**src/hdl/cfd_pkg.sv**
```systemverilog
// Types and constants shared by the connect frame deframer modules.
`timescale 1ns / 1ps

package cfd_pkg;

   // Configuration register indexes
   localparam logic [1:0] REG_REQUEST_MODE  = 2'd0;
   localparam logic [1:0] REG_VERSION_CODE  = 2'd1;
   localparam logic [1:0] REG_REQUEST_TYPE  = 2'd2;
   localparam logic [1:0] REG_RESPONSE_TYPE = 2'd3;

   // Result kinds
   localparam logic [1:0] KIND_HOST = 2'd0;
   localparam logic [1:0] KIND_DONE = 2'd1;
   localparam logic [1:0] KIND_ERR  = 2'd2;

   // Status codes
   localparam logic [1:0] ST_OK           = 2'd0;
   localparam logic [1:0] ST_BAD_VERSION  = 2'd1;
   localparam logic [1:0] ST_BAD_TYPE     = 2'd2;
   localparam logic [1:0] ST_BAD_HOSTLEN  = 2'd3;

   // Frame lengths: request header plus trailer, and a whole response
   localparam logic [8:0] REQ_OVERHEAD = 9'd5;
   localparam logic [8:0] RESP_LENGTH  = 9'd4;

   // Width of the packed result data bus
   localparam int unsigned RSP_DATA_W = 48;

   typedef struct packed {
      logic       request_mode;
      logic [7:0] version_code;
      logic [7:0] request_type_code;
      logic [7:0] response_type_code;
   } cfg_type;

   typedef struct packed {
      logic [1:0] result_kind;
      logic [1:0] status;
      logic [7:0] host_byte;
      logic [7:0] host_length;
      logic [15:0] frame_value;
      logic [8:0] bytes_consumed;
   } result_type;

endpackage

```
**src/hdl/cfd_csr.sv**
```systemverilog
// Configuration registers of the connect frame deframer.
`timescale 1ns / 1ps

module cfd_csr
   import cfd_pkg::*;
(
   input  logic       clock,
   input  logic       reset,
   input  logic       csr_wen,
   input  logic [1:0] csr_addr,
   input  logic [7:0] csr_wdata,
   output cfg_type    cfg,
   output logic       mode_write
);

   cfg_type cfg_ff;
   cfg_type cfg_in;

   // Decode the write onto one register
   always_comb begin
      cfg_in = cfg_ff;
      if (csr_wen) begin
         unique case (csr_addr)
            REG_REQUEST_MODE:  cfg_in.request_mode       = csr_wdata[0];
            REG_VERSION_CODE:  cfg_in.version_code       = csr_wdata;
            REG_REQUEST_TYPE:  cfg_in.request_type_code  = csr_wdata;
            REG_RESPONSE_TYPE: cfg_in.response_type_code = csr_wdata;
            default:           cfg_in = cfg_ff;
         endcase
      end
   end

   // Hold the registers
   always_ff @(posedge clock) begin
      if (reset) begin
         cfg_ff.request_mode       <= 1'b1;
         cfg_ff.version_code       <= 8'd1;
         cfg_ff.request_type_code  <= 8'd1;
         cfg_ff.response_type_code <= 8'd2;
      end else begin
         cfg_ff <= cfg_in;
      end
   end

   assign cfg        = cfg_ff;
   // A mode write drops the frame in progress
   assign mode_write = csr_wen && (csr_addr == REG_REQUEST_MODE);

endmodule

```
**src/hdl/cfd_parser.sv**
```systemverilog
// Frame phase tracking and per-byte decode of the connect frame deframer.
`timescale 1ns / 1ps

module cfd_parser
   import cfd_pkg::*;
(
   input  logic       clock,
   input  logic       reset,
   input  cfg_type    cfg,
   input  logic       restart,
   input  logic       step,
   input  logic [7:0] data_byte,
   output logic       has_result,
   output result_type result
);

   typedef enum logic [2:0] {
      PH_VERSION = 3'd0,
      PH_TYPE    = 3'd1,
      PH_HOSTLEN = 3'd2,
      PH_HOST    = 3'd3,
      PH_VAL_HI  = 3'd4,
      PH_VAL_LO  = 3'd5
   } phase_type;

   phase_type  phase_ff, phase_in;
   logic [7:0] remaining_ff, remaining_in;
   logic [7:0] saved_len_ff, saved_len_in;
   logic [7:0] value_hi_ff, value_hi_in;
   logic [7:0] type_expected;

   assign type_expected = cfg.request_mode ? cfg.request_type_code
                                           : cfg.response_type_code;

   // Decode one byte against the current phase
   always_comb begin
      phase_in     = phase_ff;
      remaining_in = remaining_ff;
      saved_len_in = saved_len_ff;
      value_hi_in  = value_hi_ff;
      has_result   = 1'b0;
      result       = '0;
      unique case (phase_ff)
         PH_VERSION: begin
            if (data_byte != cfg.version_code) begin
               has_result    = 1'b1;
               result.result_kind = KIND_ERR;
               result.status = ST_BAD_VERSION;
            end else begin
               phase_in = PH_TYPE;
            end
         end
         PH_TYPE: begin
            if (data_byte != type_expected) begin
               has_result    = 1'b1;
               result.result_kind = KIND_ERR;
               result.status = ST_BAD_TYPE;
               phase_in      = PH_VERSION;
            end else begin
               phase_in = cfg.request_mode ? PH_HOSTLEN : PH_VAL_HI;
            end
         end
         PH_HOSTLEN: begin
            if (data_byte == 8'd0) begin
               has_result    = 1'b1;
               result.result_kind = KIND_ERR;
               result.status = ST_BAD_HOSTLEN;
               phase_in      = PH_VERSION;
            end else begin
               saved_len_in = data_byte;
               remaining_in = data_byte;
               phase_in     = PH_HOST;
            end
         end
         PH_HOST: begin
            remaining_in     = remaining_ff - 8'd1;
            has_result       = 1'b1;
            result.result_kind = KIND_HOST;
            result.host_byte = data_byte;
            if (remaining_ff == 8'd1) begin
               phase_in = PH_VAL_HI;
            end
         end
         PH_VAL_HI: begin
            value_hi_in = data_byte;
            phase_in    = PH_VAL_LO;
         end
         PH_VAL_LO: begin
            has_result         = 1'b1;
            result.result_kind = KIND_DONE;
            result.frame_value = {value_hi_ff, data_byte};
            if (cfg.request_mode) begin
               result.host_length    = saved_len_ff;
               result.bytes_consumed = {1'b0, saved_len_ff} + REQ_OVERHEAD;
            end else begin
               result.bytes_consumed = RESP_LENGTH;
            end
            phase_in     = PH_VERSION;
            remaining_in = 8'd0;
            saved_len_in = 8'd0;
            value_hi_in  = 8'd0;
         end
         default: begin
            phase_in = PH_VERSION;
         end
      endcase
      // An error restarts the frame
      if (has_result && (result.result_kind == KIND_ERR)) begin
         phase_in     = PH_VERSION;
         remaining_in = 8'd0;
         saved_len_in = 8'd0;
         value_hi_in  = 8'd0;
      end
   end

   // Advance the phase on each decoded byte
   always_ff @(posedge clock) begin
      if (reset || restart) begin
         phase_ff     <= PH_VERSION;
         remaining_ff <= 8'd0;
         saved_len_ff <= 8'd0;
         value_hi_ff  <= 8'd0;
      end else if (step) begin
         phase_ff     <= phase_in;
         remaining_ff <= remaining_in;
         saved_len_ff <= saved_len_in;
         value_hi_ff  <= value_hi_in;
      end
   end

endmodule

```
**src/hdl/connect_frame_deframer.sv**
```systemverilog
// Top level of the connect frame deframer: input and result registers.
`timescale 1ns / 1ps

// Takes one frame byte per item and sustains one item per clock cycle. Each
// byte is captured in an input register, decoded combinationally against
// the frame phase and, when it yields a result (a host byte, a finished
// frame or an error), written into the result register. Bytes that finish
// nothing are consumed without a result. A result waiting on rsp_tready
// stalls decode, so the input side keeps flowing only while the result
// register is free or being drained. A write to the request mode register
// drops any frame in progress.
module connect_frame_deframer
   import cfd_pkg::*;
(
   input  logic                  clock,
   input  logic                  reset,
   // Byte stream in
   input  logic                  req_tvalid,
   output logic                  req_tready,
   input  logic [7:0]            req_tdata,   // [7:0] data_byte
   // Results out
   output logic                  rsp_tvalid,
   input  logic                  rsp_tready,
   // [1:0] status, [9:2] host_byte, [17:10] host_length, [33:18] frame_value,
   // [42:34] bytes_consumed, [47:43] zero
   output logic [RSP_DATA_W-1:0] rsp_tdata,
   output logic [1:0]            rsp_tuser,   // [1:0] result_kind
   // Configuration writes
   input  logic                  csr_wen,
   input  logic [1:0]            csr_addr,
   input  logic [7:0]            csr_wdata
);

   cfg_type    cfg;
   logic       mode_write;
   logic       in_valid_ff;
   logic [7:0] in_byte_ff;
   logic       out_valid_ff;
   result_type out_ff;
   logic       decode_fire;
   logic       has_result;
   result_type result;

   cfd_csr u_csr (
      .clock      (clock),
      .reset      (reset),
      .csr_wen    (csr_wen),
      .csr_addr   (csr_addr),
      .csr_wdata  (csr_wdata),
      .cfg        (cfg),
      .mode_write (mode_write)
   );

   cfd_parser u_parser (
      .clock      (clock),
      .reset      (reset),
      .cfg        (cfg),
      .restart    (mode_write),
      .step       (decode_fire),
      .data_byte  (in_byte_ff),
      .has_result (has_result),
      .result     (result)
   );

   // Decode when a byte waits and the result register can take its result
   assign decode_fire = in_valid_ff && (!out_valid_ff || rsp_tready);
   assign req_tready  = !in_valid_ff || decode_fire;

   // Hold the input byte
   always_ff @(posedge clock) begin
      if (reset) begin
         in_valid_ff <= 1'b0;
      end else if (req_tready) begin
         in_valid_ff <= req_tvalid;
      end
   end

   always_ff @(posedge clock) begin
      if (req_tready && req_tvalid) begin
         in_byte_ff <= req_tdata;
      end
   end

   // Load or drain the result register
   always_ff @(posedge clock) begin
      if (reset) begin
         out_valid_ff <= 1'b0;
      end else if (!out_valid_ff || rsp_tready) begin
         out_valid_ff <= decode_fire && has_result;
      end
   end

   always_ff @(posedge clock) begin
      if (decode_fire && has_result) begin
         out_ff <= result;
      end
   end

   assign rsp_tvalid = out_valid_ff;
   assign rsp_tuser  = out_ff.result_kind;
   assign rsp_tdata  = {5'd0, out_ff.bytes_consumed, out_ff.frame_value,
                        out_ff.host_length, out_ff.host_byte, out_ff.status};

endmodule

```
**config.mk**
```make
export PLATFORM = sky130hd
export DESIGN_NAME = connect_frame_deframer
export DESIGN_NICKNAME = d
export VERILOG_FILES = /design/src/hdl/cfd_pkg.sv /design/src/hdl/cfd_csr.sv /design/src/hdl/cfd_parser.sv /design/src/hdl/connect_frame_deframer.sv
export SDC_FILE = /design/constraint.sdc
export NUM_CORES = 1
export LEC_CHECK = 0
export ABC_AREA = 0
export CAP_MARGIN = 0
export CORE_UTILIZATION = 63
export DETAILED_ROUTE_END_ITERATION = 6
export DONT_BUFFER_PORTS = 1
export GPL_ROUTABILITY_DRIVEN = 0
export PLACE_DENSITY = 0.77
export RECOVER_POWER = 50
export SLEW_MARGIN = 5
export SYNTH_ARGS = -nofsm -noshare
export SYNTH_HDL_FRONTEND = slang
export SYNTH_SLANG_ARGS = --single-unit
```
**constraint.sdc**
```tcl
create_clock -name clock -period 5.6 [get_ports clock]
set_input_delay 1.12 -clock clock [delete_from_list [all_inputs] [get_ports clock]]
set_output_delay 1.12 -clock clock [all_outputs]
set_load 0.02 [all_outputs]
```
**Word-level counts from Yosys, hierarchy flattened**

Cells that the tools add are included.

- $add $sub $neg: 2
- Equality and inequality tests: 15
- Muxes and demuxes: 25
- Reductions and logical operators: 26

Operators by type and width:

| operator | count |
|---|---|
| $mux 8 | 5 |
| $pmux 8 s2 | 2 |
| $pmux 8 s3 | 1 |
| $mux 3 | 6 |
| $ne 8x8->1 | 2 |
| $pmux 3 s5 | 1 |
| $mux 4 | 3 |
| $reduce_and 2->1 | 6 |
| $add 8x3->9 const B | 1 |
| $reduce_and 3->1 | 3 |
| $eq 8x1->1 const B | 1 |
| $logic_not 8->1 | 1 |
| $pmux 2 s4 | 1 |
| $sub 8x1->8 const B | 1 |
| $eq 2x2->1 const B | 3 |
| $eq 3x2->1 const B | 2 |
| $eq 3x3->1 const B | 2 |
| $ne 3x3->1 const B | 2 |
| $pmux 2 s3 | 1 |
| $reduce_bool 3->1 | 2 |
| $logic_and 1x1->1 | 5 |
| $pmux 1 s4 | 1 |
| $reduce_bool 4->1 | 1 |
| $eq 3x1->1 const B | 1 |
| other kinds (9) | 14 |

- Flip-flop bits (word level): 107
- Bits of input ports: 23
- Logic and storage cells: 86

**Longest topological paths before layout**

Gate-level depths: netlist of the first run.

- Depth in word-level cells: 8
- Gate-level depth with buffers: 8
- Depth with buffers taken out: 8

**Modules after synthesis**

A second synthesis of the first run with hierarchy kept.

- Cells, all modules: 445
- Area total of the unflattened synthesis: 4958.5 µm²

Modules (own cells, without submodules):

| module | instances | cells each | area an instance (µm²) | sequential area each (µm²) |
|---|---|---|---|---|
| cfd_parser | 1 | 278 | 2184.6 | 540.5 |
| connect_frame_deframer | 1 | 70 | 1735.4 | 1631.6 |
| cfd_csr | 1 | 97 | 1038.5 | 500.5 |

**Worst setup path after synthesis of the first run**

Ideal clock, no wire load.

- Kind: input port to flip-flop
- From: in rsp_tready
- To: reg out_ff, in the netlist rsp_tdata[0], enable pin
- Arrival: 4009 ps
- Required time: 5125 ps
- Path slack: 1117 ps
- Stages on the path: 4
- Path buffers: 1
- Path through: nand2b_1 nand2_1 clkbuf_1 a31oi_1

- Word-level cells in the longest chain between the ends: 3

Ends and longest elaborated chain:

| what | line | source |
|---|---|---|
| from (decl) | connect_frame_deframer.sv:23 | `input logic rsp_tready,` |
| $logic_or 1x1->1 | connect_frame_deframer.sv:66 | `assign decode_fire = in_valid_ff && (!out_valid_ff \|\| rsp_tready);` |
| $logic_and 1x1->1 | connect_frame_deframer.sv:66 |  |
| $logic_and 1x1->1 | connect_frame_deframer.sv:94 | `if (decode_fire && has_result) begin` |
| to (signal assigned) | connect_frame_deframer.sv:95 | `out_ff <= result;` |
| to (decl) | connect_frame_deframer.sv:39 | `result_type out_ff;` |

Every way passes these cells.
A chain may end at the register's enable or synchronous reset.

**Worst setup path in the final report of the first run**

- From: reg in_byte_ff[7]
- To: reg out_ff, in the netlist rsp_tdata[24], enable pin

- Word-level cells in the longest chain between the ends: 4
- Elaborated cells on any way between the ends: 8
- Those cells by class: eq/ne: 2; mux: 4; reduce/logical: 2

Ends and longest elaborated chain:

| what | line | source |
|---|---|---|
| from (decl) | connect_frame_deframer.sv:37 | `logic [7:0] in_byte_ff;` |
| from (signal assigned) | connect_frame_deframer.sv:80 | `in_byte_ff <= req_tdata;` |
| $ne 8x8->1 (tied with other cells) | cfd_parser.sv:54 | `if (data_byte != type_expected) begin` |
| $mux 1 (on tied branches) | cfd_parser.sv:54, cfd_parser.sv:45, cfd_parser.sv:64 |  |
| $pmux 1 s4 * | cfd_parser.sv:43 | `unique case (phase_ff)` |
| $logic_and 1x1->1 * | connect_frame_deframer.sv:94 |  |

Mark *: on every way between the ends. The rest lies on a longest branch, timed or not.

==> results of run 1 <==
==> cell type report <==
class / instances / area share (%)
clock buffer: 9 / 2.45
clock inverter: 7 / 1.39
inverter: 8 / 0.594
sequential: 107 / 52.8
tap: 99 / 2.45
timing repair buffer: 4 / 0.520
multi-input combinational: 329 / 39.8
==> flip-flops by register name, summed over array words and instances (netlist names) <==
register / cells
u_csr.cfg: 25
rsp_tuser: 2
u_parser.value_hi_ff: 8
u_parser.saved_len_ff: 8
u_parser.remaining_ff: 8
rsp_tvalid: 1
in_byte_ff: 8
in_valid_ff: 1
u_parser.phase_ff: 3
rsp_tdata: 43
==> worst reg2reg max path: stages (launching register included) <==
cell	delay, ns
edfxtp_1	0.56
xor2_1	0.21
or4_1	0.58
o211a_1	0.28
nor2_1	0.69
a31oi_4	0.14
buf_4	0.32
==> cells by family (layout without fill, tap and decap cells) <==
logic type,Yosys count,after routing,share of synthesized area [%]
xor gates and xnor gates,27,27,4.86
AOI/OAI and AO/OA,79,79,10.6
buffers and inverters,47,28,4.35
DFF,107,107,55.0
and+or+nand+nor,194,194,20.1
muxes,21,21,4.32
adders and majority gates,3,3,0.772
other,1,5,0.0771
==> power by group <==
part	switching, uW	internal (uW)
sequential	42.8	848
clock	282	174
combinational	60.3	34.5
total	385	1060
==> through the flow <==
step,setup slack (ns),utilization (%),hold WS [ns]
after floorplan,1.12,-,0.424
final,2.51,68.6,0.452
after global placement,2.69,66.0,0.434
after global routing,2.31,68.6,0.472
after detailed placement,2.56,66.0,0.439
after CTS,2.53,68.7,0.454
==> cells in the mapped netlist, types with 2 or more instances <==
cell,number
a211o_1,2
a21o_1,2
a21oi_1,20
a31oi_1,3
a32oi_1,9
and2_1,10
and3_1,29
and4_1,2
buf_2,3
buf_4,6
clkbuf_1,27
dfxtp_1,54
edfxtp_1,53
ha_1,3
inv_1,8
mux2i_1,21
nand2_1,77
nand2b_1,2
nand3_1,6
nand3b_1,3
nand4_1,6
nor2_1,28
nor2b_1,3
nor3_1,4
nor4_1,6
nor4b_1,2
o21ai_0,20
o21ai_1,8
o21ai_2,2
o31a_1,2
or2_2,2
or3_1,3
or4_1,8
xnor2_1,11
xor2_1,16
==> metal layers <==
metal,part of all wire (%),up-vias,routed length (um)
met4,3.1,0,312
met3,4.5,32,449
met5,0,-,0
met1,44,1625,4360
met2,48,145,4830
li1,-,1663,-
==> how the worst min path moves through the flow <==
stage,depth (start not counted),to
floorplan,2,u_parser.value_hi_ff[0]
global placement,2,u_parser.value_hi_ff[4]
detailed placement,2,u_parser.value_hi_ff[0]
CTS,2,u_parser.value_hi_ff[4]
global route,2,u_parser.value_hi_ff[6]
finish,2,u_parser.value_hi_ff[4]
==> flow_summary.toml, run 1 <==
[status]
status = "complete, no violations"

[route]
drt_iter0_drc = 323
vias_per_cell = 6.15
routed_wl_um = 9950
wl_per_cell_um = 17.7
vias = 3465
ant_nets = 0
drc = 0
first_pass_iters = 5

[grt]
grt_overflow = 0
grt_pass1_wl_um = 16200
grt_usage_pct = 25.5
grt.met3_usage_pct = 3.64
globalRouteMet1Util_pct = 33.2
met2_usage_pct = 42.1
grt_pass1_vias = 3280
grt_max_degree = 46
busiest_layer = "met2"
antenna_found_initial = 0

[worst_setup_path]
cp-end-kind = "flip-flop"
crit_start = "in_byte_ff[7]"
critPathMaxStageDelay_ns = 0.69
r2r_start = "in_byte_ff[7]"
rr_worst_depth = 6
setup.worst_path.start_class = "flip-flop"
worstPathRequired_ns = 5.68
crit_end = "rsp_tdata[24]"
path_max_fanout = 45
crit_path_cell_trace = "xor2_1 > or4_1 > o211a_1 > nor2_1 > a31oi_4 > buf_4"
arrival_ns = 3.17
r2r-end = "rsp_tdata[24]"
path_depth = 6
path_class = "flip-flop to flip-flop"
r2r_slack_ns = 2.51
cp_slowest_cell = "nor2_1"
worst-path-buf-inv = 1
cp_top_family = "simple AND/OR/NAND/NOR gates"

[sta]
relSlewSlack_pct = 40.2
grt_setup_unrepaired = "false"
max_freq_mhz = 324
finalSetupViolations = 0
skew_ns = 0.00886
fin_crit_sh_pct = 55.1
slew_viol_final = 0
tightestPinTransition_ns = 0.894
hold_violations = 0
period_needed_ns = 3.09
setup-tns-final_ns = 0

[cts]
root_buffer = "clkbuf_8"
post_cts_buffers = 0
htreeDepth = 3
cts.path.max_buffers = 2
cts_hold_buf = 0
cts_tree = "yes"
clk_pin_slew_ns = 0.11
cts_buffers = 9
clk_latency_ns = 0.38
clock_sinks = 107
postCtsResizedCells = 0

[logic_synthesis]
async_reset_ff_share_pct = 0
synth_area_leader_cell = "edfxtp_1"
synth_enable_flop_cells = 53
ys.flop_type = "dfxtp_1"
synth_top_area_share_pct = 32.7
synth_warnings = 0
synthTopCellsByArea = "edfxtp_1 (33%), dfxtp_1 (22%), nand2_1 (5.9%)"
netlist_area_um2 = 4860
synth-seq-area-share_pct = 55.0
yosys_register_bits = 107
yosysUniqueCellTypes = 53
syn_avg_cell_area_um2 = 10.2
synth_cells = 479

[hold_path]
holdCritStartpoint = "u_parser.value_hi_ff[4]"
hp-class = "flip-flop to flip-flop"

[pwr]
power_leakage_uw = 0.00195
power_density_nw_per_um2 = 285
total_power_uw = 1440
vdd_drop_max_mv = 0.146

[floorplanning]
die-height_um = 89.9
std_cell_rows = 31
start_util_pct = 66.0
ios = 75
core_um2 = 7370
die_area_um2 = 8070
die_x_um = 89.9

[final_layout]
finish.instance_area_um2 = 5060
antenna_cells = 0
area_growth_pct = 4.01
multiInputGateArea_um2 = 2010
final_cell_mix = "nand2_1 (77), dfxtp_1 (54), edfxtp_1 (53)"
finalNetCount = 485
final_common_cell = "nand2_1"
regArea_um2 = 2670
nFillCells = 571
drive_above_1_share_pct = 6.03
finalNonFillerCells = 563

[placement]
numPortBuffers = 0
hpwl_um = 7030
dpl.cell_count = 547
placed_area_um2 = 4870

[flow_run]
drv_cap = 0
(Power assumes the default switching activity.)
==> run 2, diff against run 1 <==
Clock period 5.6 ns to 3 ns, I/O delays scaled along.
==> run 2 against run 1 <==
Net effect: core utilization is 1.5 points higher; non-clock buffer count is 13 higher; hold slack worse by 0.17 ns; cell count is 2.3% higher; global-route usage is 1.8 points higher; clock skew is 0.0067 ns higher; wire length is 5.3% higher; register-to-register slack worse by 2.1 ns; critical path type unchanged; combinational power is 120% higher; largest cell class unchanged; highest routed layer unchanged.
==> flow_summary.toml, run 2 (same netlist as run 1, synthesis figures left out) <==
[cts]
cts_hold_buf = 0
clk_pin_slew_ns = 0.11
cts_buffers = 9
root_buffer = "clkbuf_8"
clock_sinks = 107
post_cts_buffers = 0
clk_latency_ns = 0.38
postCtsResizedCells = 0
cts.path.max_buffers = 2
htreeDepth = 3
cts_tree = "yes"

[pwr]
total_power_uw = 2720
power_density_nw_per_um2 = 527
p_int_uw = 1990
p_comb_share_pct = 7.6
vdd_drop_max_mv = 0.310
sw_frac_of_total_pct = 27.0
power_leakage_uw = 0.00202
pwr-share-clk_pct = 31.7
p_switching_uw = 736
seqPwrFrac_pct = 60.7

[grt]
grt_max_degree = 32
grt.met3_usage_pct = 5.41
grt_pass1_wl_um = 17200
busiest_layer = "met2"
grt_overflow = 0
globalRouteMet1Util_pct = 35.9
antenna_found_initial = 0
met2_usage_pct = 43.5
grt_pass1_vias = 3386
grt_usage_pct = 27.3

[worst_setup_path]
cp_top_family = "compound AO/OA/AOI/OAI gates"
cp_slowest_cell = "dfxtp_2"
r2r_start = "u_csr.cfg[24]"
r2r_slack_ns = 0.37
crit_path_cell_trace = "mux2i_1 > xnor2_1 > nor4_1 > a21o_2 > a31oi_4 > buf_12"
arrival_ns = 2.77
worstPathRequired_ns = 3.14
path_class = "flip-flop to flip-flop"
r2r-end = "rsp_tdata[30]"
rr_worst_depth = 6
worst-path-buf-inv = 1
cp-end-kind = "flip-flop"
path_max_fanout = 31
setup.worst_path.start_class = "flip-flop"
critPathMaxStageDelay_ns = 0.52

[floorplanning]
start_util_pct = 66.0
ios = 75
die_area_um2 = 8070
die_x_um = 89.9
std_cell_rows = 31
die-height_um = 89.9
core_um2 = 7370

[final_layout]
finalNetCount = 498
largest_register_ffs = 43
final_common_cell = "nand2_1"
antenna_cells = 0
area_growth_pct = 6.28
drive_above_1_share_pct = 8.60
final_cell_mix = "nand2_1 (77), edfxtp_1 (53), dfxtp_1 (53)"

[sta]
grt_setup_unrepaired = "false"
hold_violations = 0
setup-tns-final_ns = 0
finalSetupViolations = 0
skew_ns = 0.0155
fin_crit_sh_pct = 87.7
max_freq_mhz = 380
relSlewSlack_pct = 56.9
tightestPinTransition_ns = 0.646
period_needed_ns = 2.63
slew_viol_final = 0

[route]
vias_per_cell = 6.21
wl_per_cell_um = 18.2
drc = 0
ant_nets = 0
drt_iter0_drc = 356
routed_wl_um = 10500
vias = 3576
first_pass_iters = 6

[hold_path]
hold_path_end = "u_csr.cfg[6]"
hp-class = "input pin to flip-flop"
holdCritStartpoint = "reset"
hold_depth = 1

[placement]
numPortBuffers = 0
hpwl_um = 7590

[flow_run]
drv_cap = 0

[status]
status = "complete, no violations"
[run 2: changes by cell type in the layout (fill, tap and decap cells not counted)]
cell      change
buf_4        +12
and2_0        -3
and2_1        +3
clkinv_4      -2
inv_6         +2
buf_12        +1
clkinv_1      +1
clkinv_2      -1
dfxtp_1       -1
dfxtp_2       +1
[run 2: layer usage]
| metal | vias up | wire length [um] |
|---|---|---|
| met5 | - | 0 |
| met4 | 0 | 319 |
| met1 | 1680 | 4500 |
| met3 | 27 | 683 |
| met2 | 188 | 4980 |
| li1 | 1681 | - |
[run 2: worst max path at each step]
stage                    end     startpoint  slack (ns)  cells after the start
6_report       rsp_tdata[30]  u_csr.cfg[24]        0.37                      6
3_5_place_dp   rsp_tdata[21]  u_csr.cfg[24]        0.15                      6
2_1_floorplan   rsp_tdata[0]  in_byte_ff[4]        0.16                      6
5_1_grt         rsp_tdata[1]  u_csr.cfg[24]        0.15                      6
3_3_place_gp   rsp_tdata[21]  u_csr.cfg[24]        0.39                      6
4_1_cts        rsp_tdata[18]  u_csr.cfg[24]        0.15                      6
[run 2: layout make-up]
type	count	area (um^2)
clock buffers	9	124
clock inverters	7	68.8
fillers	578	2200
inverters	8	30.0
multi-input cells	329	2010
flip-flops and latches	107	2670
well taps	99	124
repair buffers	17	136
[run 2: power groups by stage]
stage	Clock, uW	Sequential [uW]	Combinational, uW
after floorplan	0	1670	173
after global placement	0	1680	198
after detailed placement	0	1690	204
after CTS	873	1650	205
after global routing	930	1660	227
final	862	1650	208
[run 2: metrics by stage]
| stage | setup WS (ns) | hold WS [ns] | utilization (%) | instance area, um^2 | instances |
|---|---|---|---|---|---|
| final | 0.368 | 0.280 | 70.1 | 5170 | 576 |
| after global routing | 0.147 | 0.267 | 70.1 | 5170 | 576 |
| after CTS | 0.154 | 0.263 | 70.2 | 5170 | 576 |
| after detailed placement | 0.148 | 0.438 | 67.5 | 4980 | 560 |
| after global placement | 0.394 | 0.433 | 67.5 | 4980 | 560 |
| after floorplan | 0.162 | 0.424 | - | 4890 | 483 |
